File: config.mk
export PLATFORM = sky130hd
export DESIGN_NAME = dpq_divide
export DESIGN_NICKNAME = d
export VERILOG_FILES = /design/src/hw/rtl/dpq_pkg.sv /design/src/hw/rtl/dpq_divide.sv
export SDC_FILE = /design/constraint.sdc
export NUM_CORES = 2
export LEC_CHECK = 0
export ABC_AREA = 1
export BUFFER_PORTS_ARGS = -buffer_cell sky130_fd_sc_hd__buf_2
export CAP_MARGIN = 20
export CORE_ASPECT_RATIO = 0.6
export CORE_MARGIN = 2
export CORE_UTILIZATION = 30
export DETAILED_ROUTE_END_ITERATION = 6
export PLACE_DENSITY = 0.5
export SETUP_SLACK_MARGIN = 0.5
export SLEW_MARGIN = 20
export SYNTH_ARGS = -nofsm -noshare
export SYNTH_HDL_FRONTEND = slang
export SYNTH_SLANG_ARGS = --single-unit
File: constraint.sdc
create_clock -name clk -period 3.16 [get_ports clk]
set_input_delay 0.316 -clock clk [delete_from_list [all_inputs] [get_ports clk]]
set_output_delay 0.316 -clock clk [all_outputs]
set_load 0.05 [all_outputs]
File: src/hw/rtl/dpq_pkg.sv
// Shared widths, codes and payload types of the depth pixel quantizer.
// No dependencies; every other file of the block refers to it by scoped names.
package dpq_pkg;

	// Quantizer resolution and the width of the code field on the port.
	localparam int CODE_BITS = 12;
	localparam int CODE_W = 12;
	localparam logic [CODE_BITS-1:0] CODE_MAX = {CODE_BITS{1'b1}};

	localparam int RAW_W = 32;
	localparam int CFG_W = 32;
	localparam int CFG_IDX_W = 3;

	// Depth in signed Q16.16; binary32 input saturates at 2^46.
	localparam int D_W = 48;
	localparam int MAG_W = 47;
	localparam int X_W = 48;

	// Fixed-point log2: integer part and fraction bits.
	localparam int N_W = 6;
	localparam int LOG_FRAC = 28;
	localparam int L_W = N_W + LOG_FRAC;
	localparam int LOG_LAT = LOG_FRAC + 2;

	// Ratio denominator and the product numerator * CODE_MAX.
	localparam int DEN_W = L_W;
	localparam int P_W = DEN_W + CODE_BITS;

	typedef enum logic [2:0] {
		ST_OK        = 3'd0,
		ST_NONFINITE = 3'd1,
		ST_RANGE     = 3'd2,
		ST_LOGARG    = 3'd3,
		ST_BADRANGE  = 3'd4
	} status_t;

	typedef enum logic [CFG_IDX_W-1:0] {
		CFG_SOURCE_FORMAT = 3'd0,
		CFG_RANGE_LOW     = 3'd1,
		CFG_RANGE_HIGH    = 3'd2,
		CFG_LOG_OFFSET    = 3'd3,
		CFG_CLIP_ENABLE   = 3'd4,
		CFG_LOG_MODE      = 3'd5
	} cfg_index_t;

	// How the final code is formed once the ratio is clamped.
	typedef enum logic [1:0] {
		CK_ZERO = 2'd0,
		CK_FULL = 2'd1,
		CK_DIV  = 2'd2
	} code_kind_t;

	typedef struct packed {
		logic       last;
		status_t    status;
		code_kind_t kind;
	} tag_t;

	typedef struct packed {
		logic [CODE_W-1:0] code;
		status_t           status;
		logic              last;
	} res_t;

endpackage

File: src/hw/rtl/dpq_divide.sv
// Pipelined restoring divider (one quotient bit per stage) with half-to-even rounding.
// Depends on dpq_pkg.
module dpq_divide (
	input  logic                        clk,
	input  logic                        arst_n,
	input  logic                        en,
	input  logic                        in_vld,
	input  dpq_pkg::tag_t               tag,
	input  logic [dpq_pkg::P_W-1:0]     prod,
	input  logic [dpq_pkg::DEN_W-1:0]   den,
	output logic                        res_vld,
	output dpq_pkg::res_t               res
);

	localparam int PW = dpq_pkg::P_W;
	localparam int DNW = dpq_pkg::DEN_W;
	localparam int CB = dpq_pkg::CODE_BITS;
	localparam int CW = dpq_pkg::CODE_W;
	localparam int LS = CB - 1;

	logic [PW-1:0]     rem_s [0:CB-1];
	logic [DNW-1:0]    den_s [0:CB-1];
	logic [CB-1:0]     q_s   [0:CB-1];
	dpq_pkg::tag_t     tag_s [0:CB-1];
	logic              v_s   [0:CB-1];

	for (genvar k = 0; k < CB; k++) begin : g_step
		logic [PW-1:0]  rem_in;
		logic [PW-1:0]  trial;
		logic [DNW-1:0] den_in;
		logic [CB-1:0]  q_in;
		dpq_pkg::tag_t  tag_in;
		logic           v_in;
		logic           take;
		if (k == 0) begin : g_first
			assign rem_in = prod;
			assign den_in = den;
			assign q_in   = '0;
			assign tag_in = tag;
			assign v_in   = in_vld;
		end else begin : g_next
			assign rem_in = rem_s[k-1];
			assign den_in = den_s[k-1];
			assign q_in   = q_s[k-1];
			assign tag_in = tag_s[k-1];
			assign v_in   = v_s[k-1];
		end
		assign trial = PW'(den_in) << (CB - 1 - k);
		assign take  = rem_in >= trial;
		always_ff @(posedge clk) begin
			if (en) begin
				rem_s[k] <= take ? rem_in - trial : rem_in;
				den_s[k] <= den_in;
				q_s[k]   <= {q_in[CB-2:0], take};
				tag_s[k] <= tag_in;
			end
		end
		always_ff @(posedge clk or negedge arst_n) begin
			if (!arst_n)
				v_s[k] <= 1'b0;
			else if (en)
				v_s[k] <= v_in;
		end
	end

	logic [PW:0]      two_r;
	logic [PW:0]      den_x;
	logic             up;
	logic [CB-1:0]    q_rnd;
	logic [CB-1:0]    code_cb;
	logic [CB+CW-1:0] code_x;
	dpq_pkg::res_t    res_q;
	logic             res_vld_q;

	assign two_r = {rem_s[LS], 1'b0};
	assign den_x = (PW + 1)'(den_s[LS]);
	assign up    = (two_r > den_x) || ((two_r == den_x) && q_s[LS][0]);
	assign q_rnd = q_s[LS] + CB'(up);

	always_comb begin
		case (tag_s[LS].kind)
			dpq_pkg::CK_ZERO: code_cb = '0;
			dpq_pkg::CK_FULL: code_cb = dpq_pkg::CODE_MAX;
			dpq_pkg::CK_DIV:  code_cb = q_rnd;
			default:          code_cb = '0;
		endcase
		if (tag_s[LS].status != dpq_pkg::ST_OK)
			code_cb = '0;
	end

	assign code_x = {{CW{1'b0}}, code_cb};

	always_ff @(posedge clk) begin
		if (en) begin
			res_q.code   <= code_x[CW-1:0];
			res_q.status <= tag_s[LS].status;
			res_q.last   <= tag_s[LS].last;
		end
	end

	always_ff @(posedge clk or negedge arst_n) begin
		if (!arst_n)
			res_vld_q <= 1'b0;
		else if (en)
			res_vld_q <= v_s[LS];
	end

	assign res_vld = res_vld_q;
	assign res     = res_q;

endmodule
Word level (Yosys, flattened, before mapping) --
Memory sizes are Yosys's and may differ from the RTL's. Index checks and enable logic that the tools add are counted.
Cells by class: $add $sub $neg 13, $mul 0, div/mod/pow operators 0, order comparisons 13, equality and inequality tests 3, shift-type cells 0, mux-type cells 15, bitwise gates (word level) 0, reduce and logical (&&, ||, !) cells 3
Operators by type and width (count):
- $mux W46 | 12
- $eq A47 B34 Y1 | 1
- $gt A47 B34 Y1 | 1
- $ge A46 B34 Y1 | 1
- $ge A46 B35 Y1 | 1
- $ge A46 B36 Y1 | 1
- $ge A46 B37 Y1 | 1
- $ge A46 B38 Y1 | 1
- $ge A46 B39 Y1 | 1
- $ge A46 B40 Y1 | 1
- $ge A46 B41 Y1 | 1
- $ge A46 B42 Y1 | 1
- $ge A46 B43 Y1 | 1
- $ge A46 B44 Y1 | 1
- $ge A46 B45 Y1 | 1
- $sub A46 B34 Y46 | 1
- $sub A46 B35 Y46 | 1
- $sub A46 B36 Y46 | 1
- $sub A46 B37 Y46 | 1
- $sub A46 B38 Y46 | 1
- $sub A46 B39 Y46 | 1
- $sub A46 B40 Y46 | 1
- $sub A46 B41 Y46 | 1
- $sub A46 B42 Y46 | 1
- other kinds (11) | 12
Word-level totals: flip-flop bits (word level) 29, bits in latches 0, memory bits (writable) 1176, ROM bits 0, bits of input ports 90, output and inout bits 17, logic and storage cells 67, memories 4
Memory list:
- rem_s | depth 12, width 46, rd ports 12, clocked after memory_dff 0, write ports 12, line dpq_divide.sv:21 | logic [PW-1:0] rem_s [0:CB-1];
- den_s | depth 12, width 34, rd ports 12, clocked after memory_dff 0, write ports 12, line dpq_divide.sv:22 | logic [DNW-1:0] den_s [0:CB-1];
- q_s | depth 12, width 12, rd ports 12, clocked after memory_dff 0, write ports 12, line dpq_divide.sv:23 | logic [CB-1:0] q_s [0:CB-1];
- tag_s | depth 12, width 6, rd ports 12, clocked after memory_dff 0, write ports 12, line dpq_divide.sv:24 | dpq_pkg::tag_t tag_s [0:CB-1];

Logic depth before layout (Yosys ltp) --
An unclocked memory read counts as a cell.
depth after elaboration 6, mapped depth 24, mapped depth without buffers 24

Worst setup path before layout --
Ideal clock, no wire load.
path kind reg-to-reg, start memory rem_s[11][32] (netlist name), end register res_q (netlist bit res[15]), data pin, library setup time 0.261 ns, arrival time 2.379 ns, data required time 2.899 ns, path slack 0.520 ns, cell stages (with the launch flop) 20, buffers on the path 0, period minus slack after synthesis 2.640 ns, path through edfxtp_1 ha_1 inv_1 nor4_1 nand2_1 nor2_1 nand2_1 nand3_1 nand2_1 inv_1 ha_1 nand3_1 nor2_1 nand2_1 nor2_1 nand2_1 nor2_1 a21oi_1 o21ai_0 a21oi_1
RTL lines:
- from (decl) | line dpq_divide.sv:21
- to (decl) | line dpq_divide.sv:72 | dpq_pkg::res_t res_q;

==> flow_summary.json <==
{
  "outcome": "finished with violations",
  "violations": "design-rule violations",
  "hold_ws_ns": 0.2202,
  "core_um2": 264100,
  "crit_type": "reg2reg",
  "worstPathRequired_ns": 3.70,
  "hold_path_class": "in2reg",
  "grt_pass1_vias": 66436,
  "synth_nets": 11585,
  "nFillCells": 27791,
  "synth_area_um2": 79800,
  "die_h_um": 403.5,
  "grtUsageMet1_pct": 45.50,
  "area_growth_pct": 28.23,
  "totalWireLength_um": 368100,
  "post-route-util_pct": 38.74,
  "powerDensity_nw_per_um2": 891.4,
  "finalHoldViolations": 0,
  "clock_path_buffers": 3,
  "first_pass_iters": 7,
  "root_buffer": "clkbuf_16",
  "ys.flop_type": "edfxtp_1",
  "crit_fanout": 3,
  "clkSlewWorstSetupHoldPaths_ns": 0.07,
  "grt-ovfl-total": 0,
  "grt_pass1_wl_um": 502300,
  "routed_via_density": 4.879,
  "drive_above_1_share_pct": 17.79,
  "met2_usage_pct": 23.27,
  "ir_drop_v": 0.0005278,
  "p_int_uw": 47330,
  "grt_usage_pct": 26.11,
  "tightest_slew_ns": 0.9687,
  "maxSlewViolCount": 0,
  "cp-end-kind": "flip-flop",
  "ios": 107,
  "clock_sinks": 1139,
  "nets": 12753,
  "rows": 146,
  "clkLatencyLatePin_ns": 0.84,
  "grt_antenna_before_repair": 11,
  "cap_violations": 0,
  "stdcell_area_um2": 102300,
  "met3_usage_pct": 16.23,
  "sw_frac_of_total_pct": 48.10,
  "seq_power_share_pct": 27.0,
  "avgSynthCellArea_um2": 7.230,
  "cts_tree": "done",
  "dp.final_hpwl_um": 303800,
  "ys_types": 47,
  "yosysWarnings": 0,
  "ys_seq_area_share_pct": 42.78,
  "ant_nets": 0,
  "numCtsBuffers": 120,
  "synth.top_cells.by_area": "edfxtp_1 (42%), nand2_1 (21%), inv_1 (10%), ha_1 (7.0%), nor2_1 (4.4%)",
  "synth_top_area_share_pct": 42.37,
  "drcViolationCount": 1,
  "syn_inst": 11037,
  "clock_power_share_pct": 16.8,
  "slew_headroom_pct": 35.42,
  "gp_congestion": 1.028,
  "combPwrFrac_pct": 56.2,
  "synth_edf_count": 1126,
  "switchingPower_uw": 43870,
  "p_leak_uw": 0.04967,
  "yosys_register_bits": 1139,
  "initialDrtViolationCount": 11135,
  "die_x_um": 669.8,
  "crit_arrival_ns": 3.61,
  "grt_max_degree": 84,
  "wl_per_cell_um": 23.20,
  "busiest_layer": "met1",
  "synthArstFlopShare_pct": 1.141,
  "postPlaceCellArea_um2": 89410,
  "maxClockFrequency_ghz": 0.3258,
  "initial_utilization_pct": 30.21,
  "rsz0062_at_grt": "yes",
  "cp-start-kind": "flip-flop",
  "fin_crit_sh_pct": 97.13,
  "yosysTopAreaCell": "edfxtp_1",
  "setup_viol": 0,
  "dieArea_um2": 270300,
  "portBuffers": 106,
  "htree_levels": 3,
  "fin_skew_ns": 0.07370,
  "vias": 77401,
  "post-route-min-period_ns": 3.069
}
==> worst max-delay path, stage by stage (launching register included) <==
cell and delay [ns]:
edfxtp_1 0.41, ha_4 0.30, nand2_4 0.06, nor2_4 0.10
nand4_1 0.23, nand3b_1 0.24, nor2_1 0.11, nand2_1 0.08
nand3_2 0.09, nand2_4 0.09, inv_6 0.09, ha_4 0.15
nand3_4 0.09, nor2_4 0.11, nand2_2 0.08, nor2_4 0.11
nand2_2 0.07, nor2_2 0.12, a21oi_1 0.07, o21ai_1 0.10
a21oi_1 0.08
==> cells in the mapped netlist (29+ instances only) <==
| cell | n |
|---|---|
| inv_1 | 2139 |
| nand4_1 | 123 |
| nor2_1 | 929 |
| nor3_1 | 90 |
| inv_2 | 29 |
| nor2_2 | 34 |
| xor2_1 | 206 |
| edfxtp_1 | 1126 |
| o21bai_1 | 40 |
| nand2_1 | 4494 |
| buf_2 | 30 |
| nand3b_1 | 116 |
| nand3_1 | 537 |
| ha_1 | 446 |
| o21ai_0 | 89 |
| buf_6 | 50 |
| a21oi_1 | 383 |
==> through the flow <==
stage | std cells | total power, µW | setup TNS, ns | setup WS [ns]
global placement | 15210 | 67480 | -1.520 | -0.2932
CTS | 15680 | 84960 | 0 | 0.03588
floorplan | 11037 | 47380 | 0 | 0.5200
detailed placement | 15210 | 67310 | -1.225 | -0.2565
global route | 15862 | 95790 | -0.1055 | -0.03841
finish | 15865 | 91200 | 0 | 0.09077
==> worst paths after layout <==
kind                                    startpoint                     endpoint  slack, ns  cells after the start
min in group asynchronous                   arst_n  g_step[11].v_in$_DFFE_PN0P_       0.60                      3
max in group asynchronous                   arst_n   g_step[7].v_in$_DFFE_PN0P_       2.13                      3
max reg2reg                rem_s[11][27]$_DFFE_PP_        res[15]$_SDFFCE_PP0P_       0.09                     20
min reg2reg                 den_s[1][33]$_DFFE_PP_       den_s[1][67]$_DFFE_PP_       0.41                      0
max                        rem_s[11][27]$_DFFE_PP_        res[15]$_SDFFCE_PP0P_       0.09                     20
min                                        prod[6]        rem_s[0][6]$_DFFE_PP_       0.22                      2
==> sequential cells by signal (all words and copies together), names as in the netlist <==
signal	count
rem_s	552
res_vld	1
tag_s	72
g_step.v_in	11
res	16
q_s	78
v_s	1
den_s	408
==> power groups by stage <==
stage               combinational [µW]  sequential, µW  clock, µW
floorplan                        24600           22700          0
global placement                 42800           24700          0
detailed placement               42700           24600          0
CTS                              44900           24400      15600
finish                           51300           24700      15300
global route                     54700           24800      16300
==> cell type report <==
type	count	area (µm²)	share of cell area [%]
clock buffers	149	3133	3.062
multi-input cells	7632	41440	40.50
well taps	3552	4444	4.344
diodes	3	7.507	0.007337
repair buffers	1141	9951	9.725
clock inverters	78	1006	0.9832
inverters	2171	8202	8.016
flip-flops and latches	1139	34140	33.36
==> cells by family (layout without fill, tap and decap cells) <==
logic type	Yosys count	after routing	share of synthesized area (%)
AND/OR/NAND/NOR	6408	6408	32.59
buffers and inverters	2266	3539	11.25
flip-flops	1139	1139	42.78
AO/OA/AOI/OAI	545	545	3.661
adder cells (fa/ha/maj)	458	458	7.294
XOR/XNOR	220	220	2.415
multiplexers	1	1	0.01411
other	0	3	0
==> cells in the final DEF (no fill, tap or decap), types with 206 or more instances in the layout <==
cell type	n
buf_4	820
nand2_1	4255
nor2_1	771
edfxtp_1	1126
inv_1	2074
nand2_2	212
ha_1	226
xor2_1	206
a21oi_1	331
nand3_1	485
==> layer usage <==
| metal | share of wire, % | vias to the layer above |
|---|---|---|
| met2 | 26 | 4257 |
| met5 | 0.32 | - |
| met4 | 0.79 | 12 |
| met1 | 53 | 36128 |
| li1 | - | 36811 |
| met3 | 19 | 193 |
==> timing repair <==
item,4_1_cts,5_1_grt
resized for setup,393,688
setup endpoints to repair,460,502
pin swaps,48,98
buffers inserted,147,169
hold endpoints to repair,103,0
hold buffers,90,0
cloned,6,13
No activity file was read; power rests on OpenSTA's default activity.
