**src/hw/rtl/dpq_pkg.sv**
```systemverilog
// Shared widths, codes and payload types of the depth pixel quantizer.
// No dependencies; every other file of the block refers to it by scoped names.
package dpq_pkg;

	// Quantizer resolution and the width of the code field on the port.
	localparam int CODE_BITS = 12;
	localparam int CODE_W = 12;
	localparam logic [CODE_BITS-1:0] CODE_MAX = {CODE_BITS{1'b1}};

	localparam int RAW_W = 32;
	localparam int CFG_W = 32;
	localparam int CFG_IDX_W = 3;

	// Depth in signed Q16.16; binary32 input saturates at 2^46.
	localparam int D_W = 48;
	localparam int MAG_W = 47;
	localparam int X_W = 48;

	// Fixed-point log2: integer part and fraction bits.
	localparam int N_W = 6;
	localparam int LOG_FRAC = 28;
	localparam int L_W = N_W + LOG_FRAC;
	localparam int LOG_LAT = LOG_FRAC + 2;

	// Ratio denominator and the product numerator * CODE_MAX.
	localparam int DEN_W = L_W;
	localparam int P_W = DEN_W + CODE_BITS;

	typedef enum logic [2:0] {
		ST_OK        = 3'd0,
		ST_NONFINITE = 3'd1,
		ST_RANGE     = 3'd2,
		ST_LOGARG    = 3'd3,
		ST_BADRANGE  = 3'd4
	} status_t;

	typedef enum logic [CFG_IDX_W-1:0] {
		CFG_SOURCE_FORMAT = 3'd0,
		CFG_RANGE_LOW     = 3'd1,
		CFG_RANGE_HIGH    = 3'd2,
		CFG_LOG_OFFSET    = 3'd3,
		CFG_CLIP_ENABLE   = 3'd4,
		CFG_LOG_MODE      = 3'd5
	} cfg_index_t;

	// How the final code is formed once the ratio is clamped.
	typedef enum logic [1:0] {
		CK_ZERO = 2'd0,
		CK_FULL = 2'd1,
		CK_DIV  = 2'd2
	} code_kind_t;

	typedef struct packed {
		logic       last;
		status_t    status;
		code_kind_t kind;
	} tag_t;

	typedef struct packed {
		logic [CODE_W-1:0] code;
		status_t           status;
		logic              last;
	} res_t;

endpackage

```
**src/hw/rtl/dpq_convert.sv**
```systemverilog
// Two-stage conversion of a raw sample (millimetres or binary32 metres) to Q16.16.
// Depends on dpq_pkg.
module dpq_convert (
	input  logic                                 clk,
	input  logic                                 en,
	input  logic                                 source_format,
	input  logic [dpq_pkg::RAW_W-1:0]            raw_sample,
	output logic signed [dpq_pkg::D_W-1:0]       depth_s2,
	output logic                                 nonfinite_s2
);

	localparam int DW = dpq_pkg::D_W;
	localparam int MW = dpq_pkg::MAG_W;
	// floor(x / 125) = (x * ceil(2^36 / 125)) >> 36 for every x below 2^29.
	localparam logic [29:0] MM_RECIP = 30'd549755814;

	logic [29:0] mm_x;
	logic [59:0] mm_prod;
	logic [7:0]  f_exp;
	logic [23:0] f_sig;
	logic [7:0]  f_sh;
	logic [MW-1:0] f_mag;
	logic [47:0] f_ext;
	logic [23:0] f_q;
	logic        f_up;

	logic          fmt_s1;
	logic          sign_s1;
	logic          nonfinite_s1;
	logic [23:0]   mm_s1;
	logic [MW-1:0] mag_s1;

	assign mm_x    = {1'b0, raw_sample[15:0], 13'd0} + 30'd62;
	assign mm_prod = 60'(mm_x) * 60'(MM_RECIP);
	assign f_exp   = raw_sample[30:23];
	assign f_sig   = {1'b1, raw_sample[22:0]};

	always_comb begin
		f_sh  = 8'd0;
		f_ext = '0;
		f_q   = '0;
		f_up  = 1'b0;
		f_mag = '0;
		if (f_exp == 8'd0 || f_exp == 8'hFF) begin
			f_mag = '0;
		end else if (f_exp >= 8'd134) begin
			f_sh = f_exp - 8'd134;
			if (f_sh > 8'd22)
				f_mag = MW'(1) << (MW - 1);
			else
				f_mag = MW'(f_sig) << f_sh[4:0];
		end else begin
			f_sh = 8'd134 - f_exp;
			if (f_sh <= 8'd24) begin
				f_ext = {f_sig, 24'd0} >> f_sh[4:0];
				f_q   = f_ext[47:24];
				f_up  = f_ext[23] & ((|f_ext[22:0]) | f_q[0]);
				f_mag = MW'(f_q) + MW'(f_up);
			end
		end
	end

	always_ff @(posedge clk) begin
		if (en) begin
			fmt_s1       <= source_format;
			sign_s1      <= raw_sample[31];
			nonfinite_s1 <= source_format & (f_exp == 8'hFF);
			mm_s1        <= mm_prod[59:36];
			mag_s1       <= f_mag;
		end
	end

	always_ff @(posedge clk) begin
		if (en) begin
			nonfinite_s2 <= nonfinite_s1;
			if (!fmt_s1)
				depth_s2 <= $signed(DW'(mm_s1));
			else if (sign_s1)
				depth_s2 <= -$signed(DW'(mag_s1));
			else
				depth_s2 <= $signed(DW'(mag_s1));
		end
	end

endmodule

```
**config.mk**
```make
export PLATFORM = sky130hd
export DESIGN_NAME = dpq_convert
export DESIGN_NICKNAME = d
export VERILOG_FILES = /design/src/hw/rtl/dpq_pkg.sv /design/src/hw/rtl/dpq_convert.sv
export SDC_FILE = /design/constraint.sdc
export NUM_CORES = 1
export LEC_CHECK = 0
export ABC_AREA = 1
export BUFFER_PORTS_ARGS = -buffer_cell sky130_fd_sc_hd__buf_4
export CAP_MARGIN = 30
export CORE_MARGIN = 8
export CORE_UTILIZATION = 39
export CTS_BUF_LIST = sky130_fd_sc_hd__clkbuf_2 sky130_fd_sc_hd__clkbuf_4 sky130_fd_sc_hd__clkbuf_8
export DETAILED_ROUTE_END_ITERATION = 12
export GPL_TIMING_DRIVEN = 0
export PLACE_DENSITY = 0.59
export REMOVE_ABC_BUFFERS = 1
export SYNTH_ARGS = -nofsm -noshare
export SYNTH_HDL_FRONTEND = slang
export SYNTH_SLANG_ARGS = --single-unit
```
**constraint.sdc**
```tcl
create_clock -name clk -period 9.6 [get_ports clk]
set_input_delay 2.88 -clock clk [delete_from_list [all_inputs] [get_ports clk]]
set_output_delay 2.88 -clock clk [all_outputs]
set_load 0.02 [all_outputs]
```
==> After elaboration in Yosys (flattened, before gate mapping) <==
Index checks and enable logic that the tools add are counted.
Widths: inputs -> output; s select.
{ "classes": {"n_addsub": 5, "n_mul": 1, "n_div": 0, "order_cmp": 3, "eq_ne": 1, "shift": 2, "n_mux": 5, "bitwise_logic": 3, "reduce_logical": 4} }
{ "op_table": {"columns": ["cell", "n"], "rows": [
  ["$mux 47", 3],
  ["$mul 30x29->59 const B", 1],
  ["$neg 47->48", 1],
  ["$shr 48x5->48", 1],
  ["$shl 24x5->47", 1],
  ["$add 29x6->30 const B", 1],
  ["$add 24x1->25", 1],
  ["$mux 25", 1],
  ["$mux 24", 1],
  ["$reduce_or 23->1", 1],
  ["$eq 8x8->1 const B", 1],
  ["$ge 8x8->1 const B", 1],
  ["$gt 8x5->1 const B", 1],
  ["$le 8x5->1 const B", 1],
  ["$logic_not 8->1", 1],
  ["$sub 8x8->8 const A", 1],
  ["$sub 8x8->8 const B", 1],
  ["$and 1x1->1", 2],
  ["$reduce_and 2->1", 1],
  ["$logic_or 1x1->1", 1],
  ["$or 1x1->1", 1]
]} }
{ "word_totals": {"reg_bits": 123, "latchBits": 0, "ram_bits": 0, "romBits": 0, "inputBits": 35, "out_inout_bits": 49, "elab_cells": 33, "memories": 0} }

==> Longest topological paths before layout <==
Gate-level depths: netlist of run 1.
{ "depth": {"ltp_word": 8, "mapped_depth": 28, "depth_no_buf": 28} }

==> Least setup slack after synthesis of run 1 <==
No wires, ideal clock.
{ "synth_timing": {"kind": "input to register", "from": "in raw_sample[6] (netlist bit)", "to": "reg mm_s1[11], data pin", "setup_time_ps": 258, "arrival_time_ps": 8300, "required_ps": 9342, "path_slack_ps": 1042, "stages": 26, "path_buffers": 0, "path_cell_list": "ha_1 fa_1 fa_1 inv_1 fa_1 inv_1 fa_1 inv_1 fa_1 inv_1 fa_1 inv_1 fa_1 inv_1 ha_1 a21o_1 inv_1 nor2_1 nor2_1 o21ai_0 nand2_1 nand2_1 a21oi_1 o21ai_0 a21oi_1 xnor2_1"} }
{ "synth_via": {"elab_chain_len": 2} }
{ "synth_rtl": {"columns": ["element", "line_no", "rtl"], "rows": [
  ["start: declaration", "dpq_convert.sv:7", "input logic [dpq_pkg::RAW_W-1:0] raw_sample,"],
  ["$add 29x6->30", "dpq_convert.sv:33", "assign mm_x = {1'b0, raw_sample[15:0], 13'd0} + 30'd62;"],
  ["$mul 30x29->59", "dpq_convert.sv:34", "assign mm_prod = 60'(mm_x) * 60'(MM_RECIP);"],
  ["named net mm_prod[47]", "dpq_convert.sv:18", "logic [59:0] mm_prod;"],
  ["end signal: assignment", "dpq_convert.sv:68", "mm_s1 <= mm_prod[59:36];"],
  ["end: declaration", "dpq_convert.sv:30", "logic [23:0] mm_s1;"]
]} }
The timed path passes the listed nets, and every way through them passes these cells.
A chain may end at the register's enable or synchronous reset.

==> Worst setup path in the final report of run 1 <==
Ends and elaborated chain as after synthesis.

==> results.ini, run 1 <==
[drt]
ant_nets=0
drcViolationCount=0
routed-via-count=16000
dr.pass1.iters=5
wirelength_mm=56.4
vias_per_cell=5.20
initialDrtViolationCount=1213
detail_route.wl_per_cell_um=18.4

[place]
numPortBuffers=83
pre_cts_slack_ns=0.187
globalplace.congestion=0.948
post-dp-hpwl_mm=47.3
dp_cells=3039
dpl-instance-area_sq_um=19400

[cts]
cts_resized=0
clkTransAtPathRegs_ns=0.08
cts_setup_buffers=0
cts_buffers=17
cts_tree=done
cts.sinks=122
cts_hold_buf=0
clock_latency_ns=0.45
cts_root_buf=clkbuf_8
cts_max_level=4
clk_path_buf_depth=2

[floorplan]
row_count=79
dieArea_sq_um=53700
die_w_um=232
die_h_um=232
core_sq_um=46300
initial_core_util_pct=39.3
io_pins=84

[yosys]
synthArstFlopShare_pct=0
synth_ff_type=edfxtp_1
synth.distinct_cells=49
ys_seq_elements=122
synth_area_sq_um=18200
syn_avg_cell_area_sq_um=7.55
synthTopCellsByArea=edfxtp_1 (20%), ha_1 (18%), fa_1 (15%), nand2_1 (11%), inv_1 (7.8%)
yosysSeqAreaShare_pct=20.2
syn_inst=2405
synth_edf_count=122
yosysWarnings=0
synth_top_area_share_pct=20.2
yosys.area.top_type=edfxtp_1

[layout]
fillers=4757
synthToLayoutAreaGrowth_pct=9.35
final_cell_count_no_fill=3071
multi_input_area_sq_um=12800
n_antenna_cell=0
fin_area_sq_um=19900
final_common_cell=nand2_1
seq_area_sq_um=3660
fin_util_pct=42.9
nNetsFinal=2879
layout_common_cells=nand2_1 (550), inv_1 (376), ha_1 (255)
drive_above_1_share_pct=7.02

[hold_path]
hp-class=reg -> reg

[sta]
setup_violations=0
fin_setup_tns_ns=0
final_hold_viol_count=0
clock_skew_ns=0.0124
fin_crit_sh_pct=93.0
max_freq_ghz=0.112
tightest_slew_ns=1.01
relSlewSlack_pct=32.7
fin_crit_ns=8.93
final_max_slew_viol_count=0
timing.final.ws_setup_ns=0.673
rsz0062_at_grt=false

[worst_setup_path]
start_kind=input pin
critical_path_required_ns=9.79
critPathCaptureType=register
ff2ff_setup_slack_ns=6.55
critical_path.endpoint=mm_s1[11]$_DFFE_PP_
cp_data_arrival_time_ns=9.12
crit_type=in -> reg
r2r-end=depth_s2[32]$_SDFFCE_PN0P_
crit-reg2reg-launch=mag_s1[1]$_SDFFCE_PP0P_
crit_path_max_fanout=12
startpoint=raw_sample[6]
reg2reg_depth=13

[power_and_ir_drop]
total_leakage_power_nw=9.78
peakVddDrop_v=0.000315
cellPowerDensity_nw_per_um2=350

[global_routing]
gr-total-overflow=0
grt_usage_pct=20.9
grt_max_degree=73
grt_pass1_wl_mm=88.8
grt_pass1_vias=16000
antenna_found_initial=0

[run]
timing.max_cap.violations=0

[outcome]
outcome=finished clean

==> cell families (layout without fill, tap and decap cells) <==
kind of cell | count (synthesis) | after routing | synth area share, %
AO/OA/AOI/OAI | 331 | 331 | 9.94
XOR/XNOR | 51 | 51 | 2.50
adder cells (fa/ha/maj) | 393 | 393 | 32.8
buffers and inverters | 451 | 510 | 9.65
flip-flops | 122 | 122 | 20.2
multiplexers | 4 | 4 | 0.220
AND/OR/NAND/NOR | 1053 | 1053 | 24.7
==> Yosys cell counts, drive strengths merged, types with 22 or more instances <==
cell type / instances
nor3: 22
inv: 387
nand4: 23
edfxtp: 122
xor2: 37
nand2: 556
fa: 138
o21ai: 169
clkbuf: 32
buf: 31
nor2: 216
nand3: 204
a21oi: 97
ha: 255
==> worst min path at each step <==
stage                            from                endpoint  slack, ns  cells past startpoint
6_report       nonfinite_s1$_DFFE_PP_  nonfinite_s2$_DFFE_PP_       0.43                      0
5_1_grt        nonfinite_s1$_DFFE_PP_  nonfinite_s2$_DFFE_PP_       0.45                      0
4_1_cts        nonfinite_s1$_DFFE_PP_  nonfinite_s2$_DFFE_PP_       0.43                      0
3_5_place_dp   nonfinite_s1$_DFFE_PP_  nonfinite_s2$_DFFE_PP_       0.41                      0
3_3_place_gp   nonfinite_s1$_DFFE_PP_  nonfinite_s2$_DFFE_PP_       0.41                      0
2_1_floorplan  nonfinite_s1$_DFFE_PP_  nonfinite_s2$_DFFE_PP_       0.40                      0
==> stage by stage <==
stage / total power, W / hold slack [ns]
after global routing: 0.00773 / 0.449
after global placement: 0.00642 / 0.405
after floorplan: 0.00470 / 0.400
final: 0.00696 / 0.433
after CTS: 0.00697 / 0.429
after detailed placement: 0.00640 / 0.410
==> state kept, by name (all words and copies together) (netlist names) <==
name / cells
depth_s2: 48
fmt_s1: 1
mag_s1: 47
mm_s1: 23
nonfinite_s1: 1
nonfinite_s2: 1
sign_s1: 1
==> worst max-delay path, stage by stage <==
cell,delay (ns)
buf_4,0.19
ha_1,0.36
fa_1,0.46
fa_1,0.54
inv_1,0.05
fa_1,0.50
inv_1,0.06
fa_1,0.51
inv_1,0.05
fa_1,0.47
inv_1,0.06
fa_1,0.54
inv_1,0.07
fa_1,0.52
inv_1,0.04
ha_1,0.31
nand2_1,0.10
nor2_1,0.10
inv_1,0.07
nor3_1,0.39
a21oi_1,0.17
o21ai_0,0.34
a21oi_1,0.15
xnor2_1,0.16
==> report_power, final <==
part	switching (W)	internal, W	total (W)
registers	0.0000396	0.000800	0.000840
clock network	0.000228	0.000267	0.000495
logic	0.00364	0.00198	0.00562
==> cell type report <==
type | instances | area share, %
multi-input combinational | 1832 | 64.3
sequential | 122 | 18.4
inverter | 388 | 7.33
timing repair buffer | 90 | 3.86
tap | 607 | 3.82
clock buffer | 17 | 1.18
clock inverter | 15 | 1.01
==> metal layers <==
layer	wire (um)	part of all wire (%)	vias to the layer above	track usage, %
li1	-	-	7975	-
met5	0	0	-	0
met2	26500	47	443	35.3
met3	2610	4.6	58	1.92
met4	1260	2.2	0	5.29
met1	26000	46	7507	28.4
Power figures use the tool's default switching activity.
==> run 2: changes to the inputs <==
--- a/config.mk
+++ b/config.mk
@@ -13,7 +13,7 @@
 export CTS_BUF_LIST = sky130_fd_sc_hd__clkbuf_2 sky130_fd_sc_hd__clkbuf_4 sky130_fd_sc_hd__clkbuf_8
 export DETAILED_ROUTE_END_ITERATION = 12
 export GPL_TIMING_DRIVEN = 0
-export PLACE_DENSITY = 0.59
+export PLACE_DENSITY = 0.61
 export REMOVE_ABC_BUFFERS = 1
 export SYNTH_ARGS = -nofsm -noshare
 export SYNTH_HDL_FRONTEND = slang
==> results.ini, run 2 (same netlist as run 1, synthesis figures left out) <==
[outcome]
outcome=finished clean

[place]
numPortBuffers=83
post-dp-hpwl_mm=47.7
dpl-instance-area_sq_um=19400
globalplace.congestion=0.949

[worst_setup_path]
critPathMaxStageDelay_ns=0.54
reg2reg_depth=13
cp_num_cells=27
start_kind=input pin
critical_path_required_ns=9.77
critPathCaptureType=register
cp_top_family=adder cells
cp_data_arrival_time_ns=9.06
crit_slowest_cell=fa_1
crit_path_max_fanout=12
crit_buf_inv=8
crit_type=in -> reg

[cts]
cts.sinks=122
cts_max_level=4
cts_hold_buf=0
clkTransAtPathRegs_ns=0.08
cts_root_buf=clkbuf_8
clk_path_buf_depth=2
clock_latency_ns=0.43
cts_setup_buffers=0
cts_resized=0
cts_tree=done
cts_buffers=17

[layout]
fin_area_sq_um=19900
fillers=4770
drive_above_1_share_pct=7.06
reg_top3=depth_s2: 48 flops, mag_s1: 47 flops, mm_s1: 23 flops
synthToLayoutAreaGrowth_pct=9.33
layout_common_cells=nand2_1 (550), inv_1 (376), ha_1 (255)
nNetsFinal=2880
largest_reg_flops=48
final_common_cell=nand2_1
n_antenna_cell=0
regMostFlops=depth_s2

[sta]
setup_violations=0
fin_crit_ns=8.89
fin_crit_sh_pct=92.6
relSlewSlack_pct=34.1
clock_skew_ns=0.0108
hold_ws_ns=0.444
final_hold_viol_count=0
final_max_slew_viol_count=0
rsz0062_at_grt=false
fin_setup_tns_ns=0
tightest_slew_ns=0.989
max_freq_ghz=0.112

[global_routing]
grt_max_degree=69
grt_usage_pct=21.2
gr-total-overflow=0
antenna_found_initial=0
busiest_layer=met2
grt_pass1_wl_mm=90.4
grt_pass1_vias=16200
met1_usage_pct=28.7
grtUsageMet2_pct=35.5
met3_usage_pct=1.80

[floorplan]
io_pins=84
dieArea_sq_um=53700
initial_core_util_pct=39.3
die_w_um=232
die_h_um=232
core_sq_um=46300
row_count=79

[power_and_ir_drop]
total_leakage_power_nw=9.78
cellPowerDensity_nw_per_um2=349
power_w=0.00694
peakVddDrop_v=0.000310

[hold_path]
hp-class=reg -> reg
whs_path_depth=0

[drt]
wirelength_mm=57.2
detail_route.wl_per_cell_um=18.6
drcViolationCount=0
vias_per_cell=5.26
routed-via-count=16200
dr.pass1.iters=6
initialDrtViolationCount=1280
ant_nets=0

[run]
timing.max_cap.violations=0

-- run 2: metrics by stage --
step	instances	util (%)	worst slack [ns]
after floorplan	2342	-	1.04
after global placement	3032	41.6	0.262
after detailed placement	3040	42.0	0.285
after CTS	3072	42.9	0.751
after global routing	3072	42.9	0.435
final	3072	42.9	0.706
-- run 2: worst paths after layout --
kind / startpoint / to / slack (ns)
max: raw_sample[6] / mm_s1[11]$_DFFE_PP_ / 0.71
min: nonfinite_s1$_DFFE_PP_ / nonfinite_s2$_DFFE_PP_ / 0.44
max reg2reg: mag_s1[1]$_SDFFCE_PP0P_ / depth_s2[32]$_SDFFCE_PN0P_ / 6.39
min reg2reg: nonfinite_s1$_DFFE_PP_ / nonfinite_s2$_DFFE_PP_ / 0.44
-- run 2: power by group --
part,switching (W),leakage [nW],internal [W]
sequential,0.0000391,1.20,0.000800
combinational,0.00365,8.38,0.00198
clock,0.000227,0.204,0.000241
-- run 2: layer usage --
metal  wire (um)  up-vias  share of wire [%]
li1            -     8000                  -
met1       26300     7612                 46
met2       26900      479                 47
met3        2490       75                4.4
met4        1500        0                2.6
met5           0        -                  0
-- run 2: area by class of cell --
type	instances	area, sq um	share of cell area (%)
clock buffers	17	234	1.18
clock inverters	15	179	0.901
inverters	388	1460	7.33
repair buffers	91	786	3.96
flip-flops and latches	122	3660	18.4
multi-input cells	1832	12800	64.4
well taps	607	759	3.82
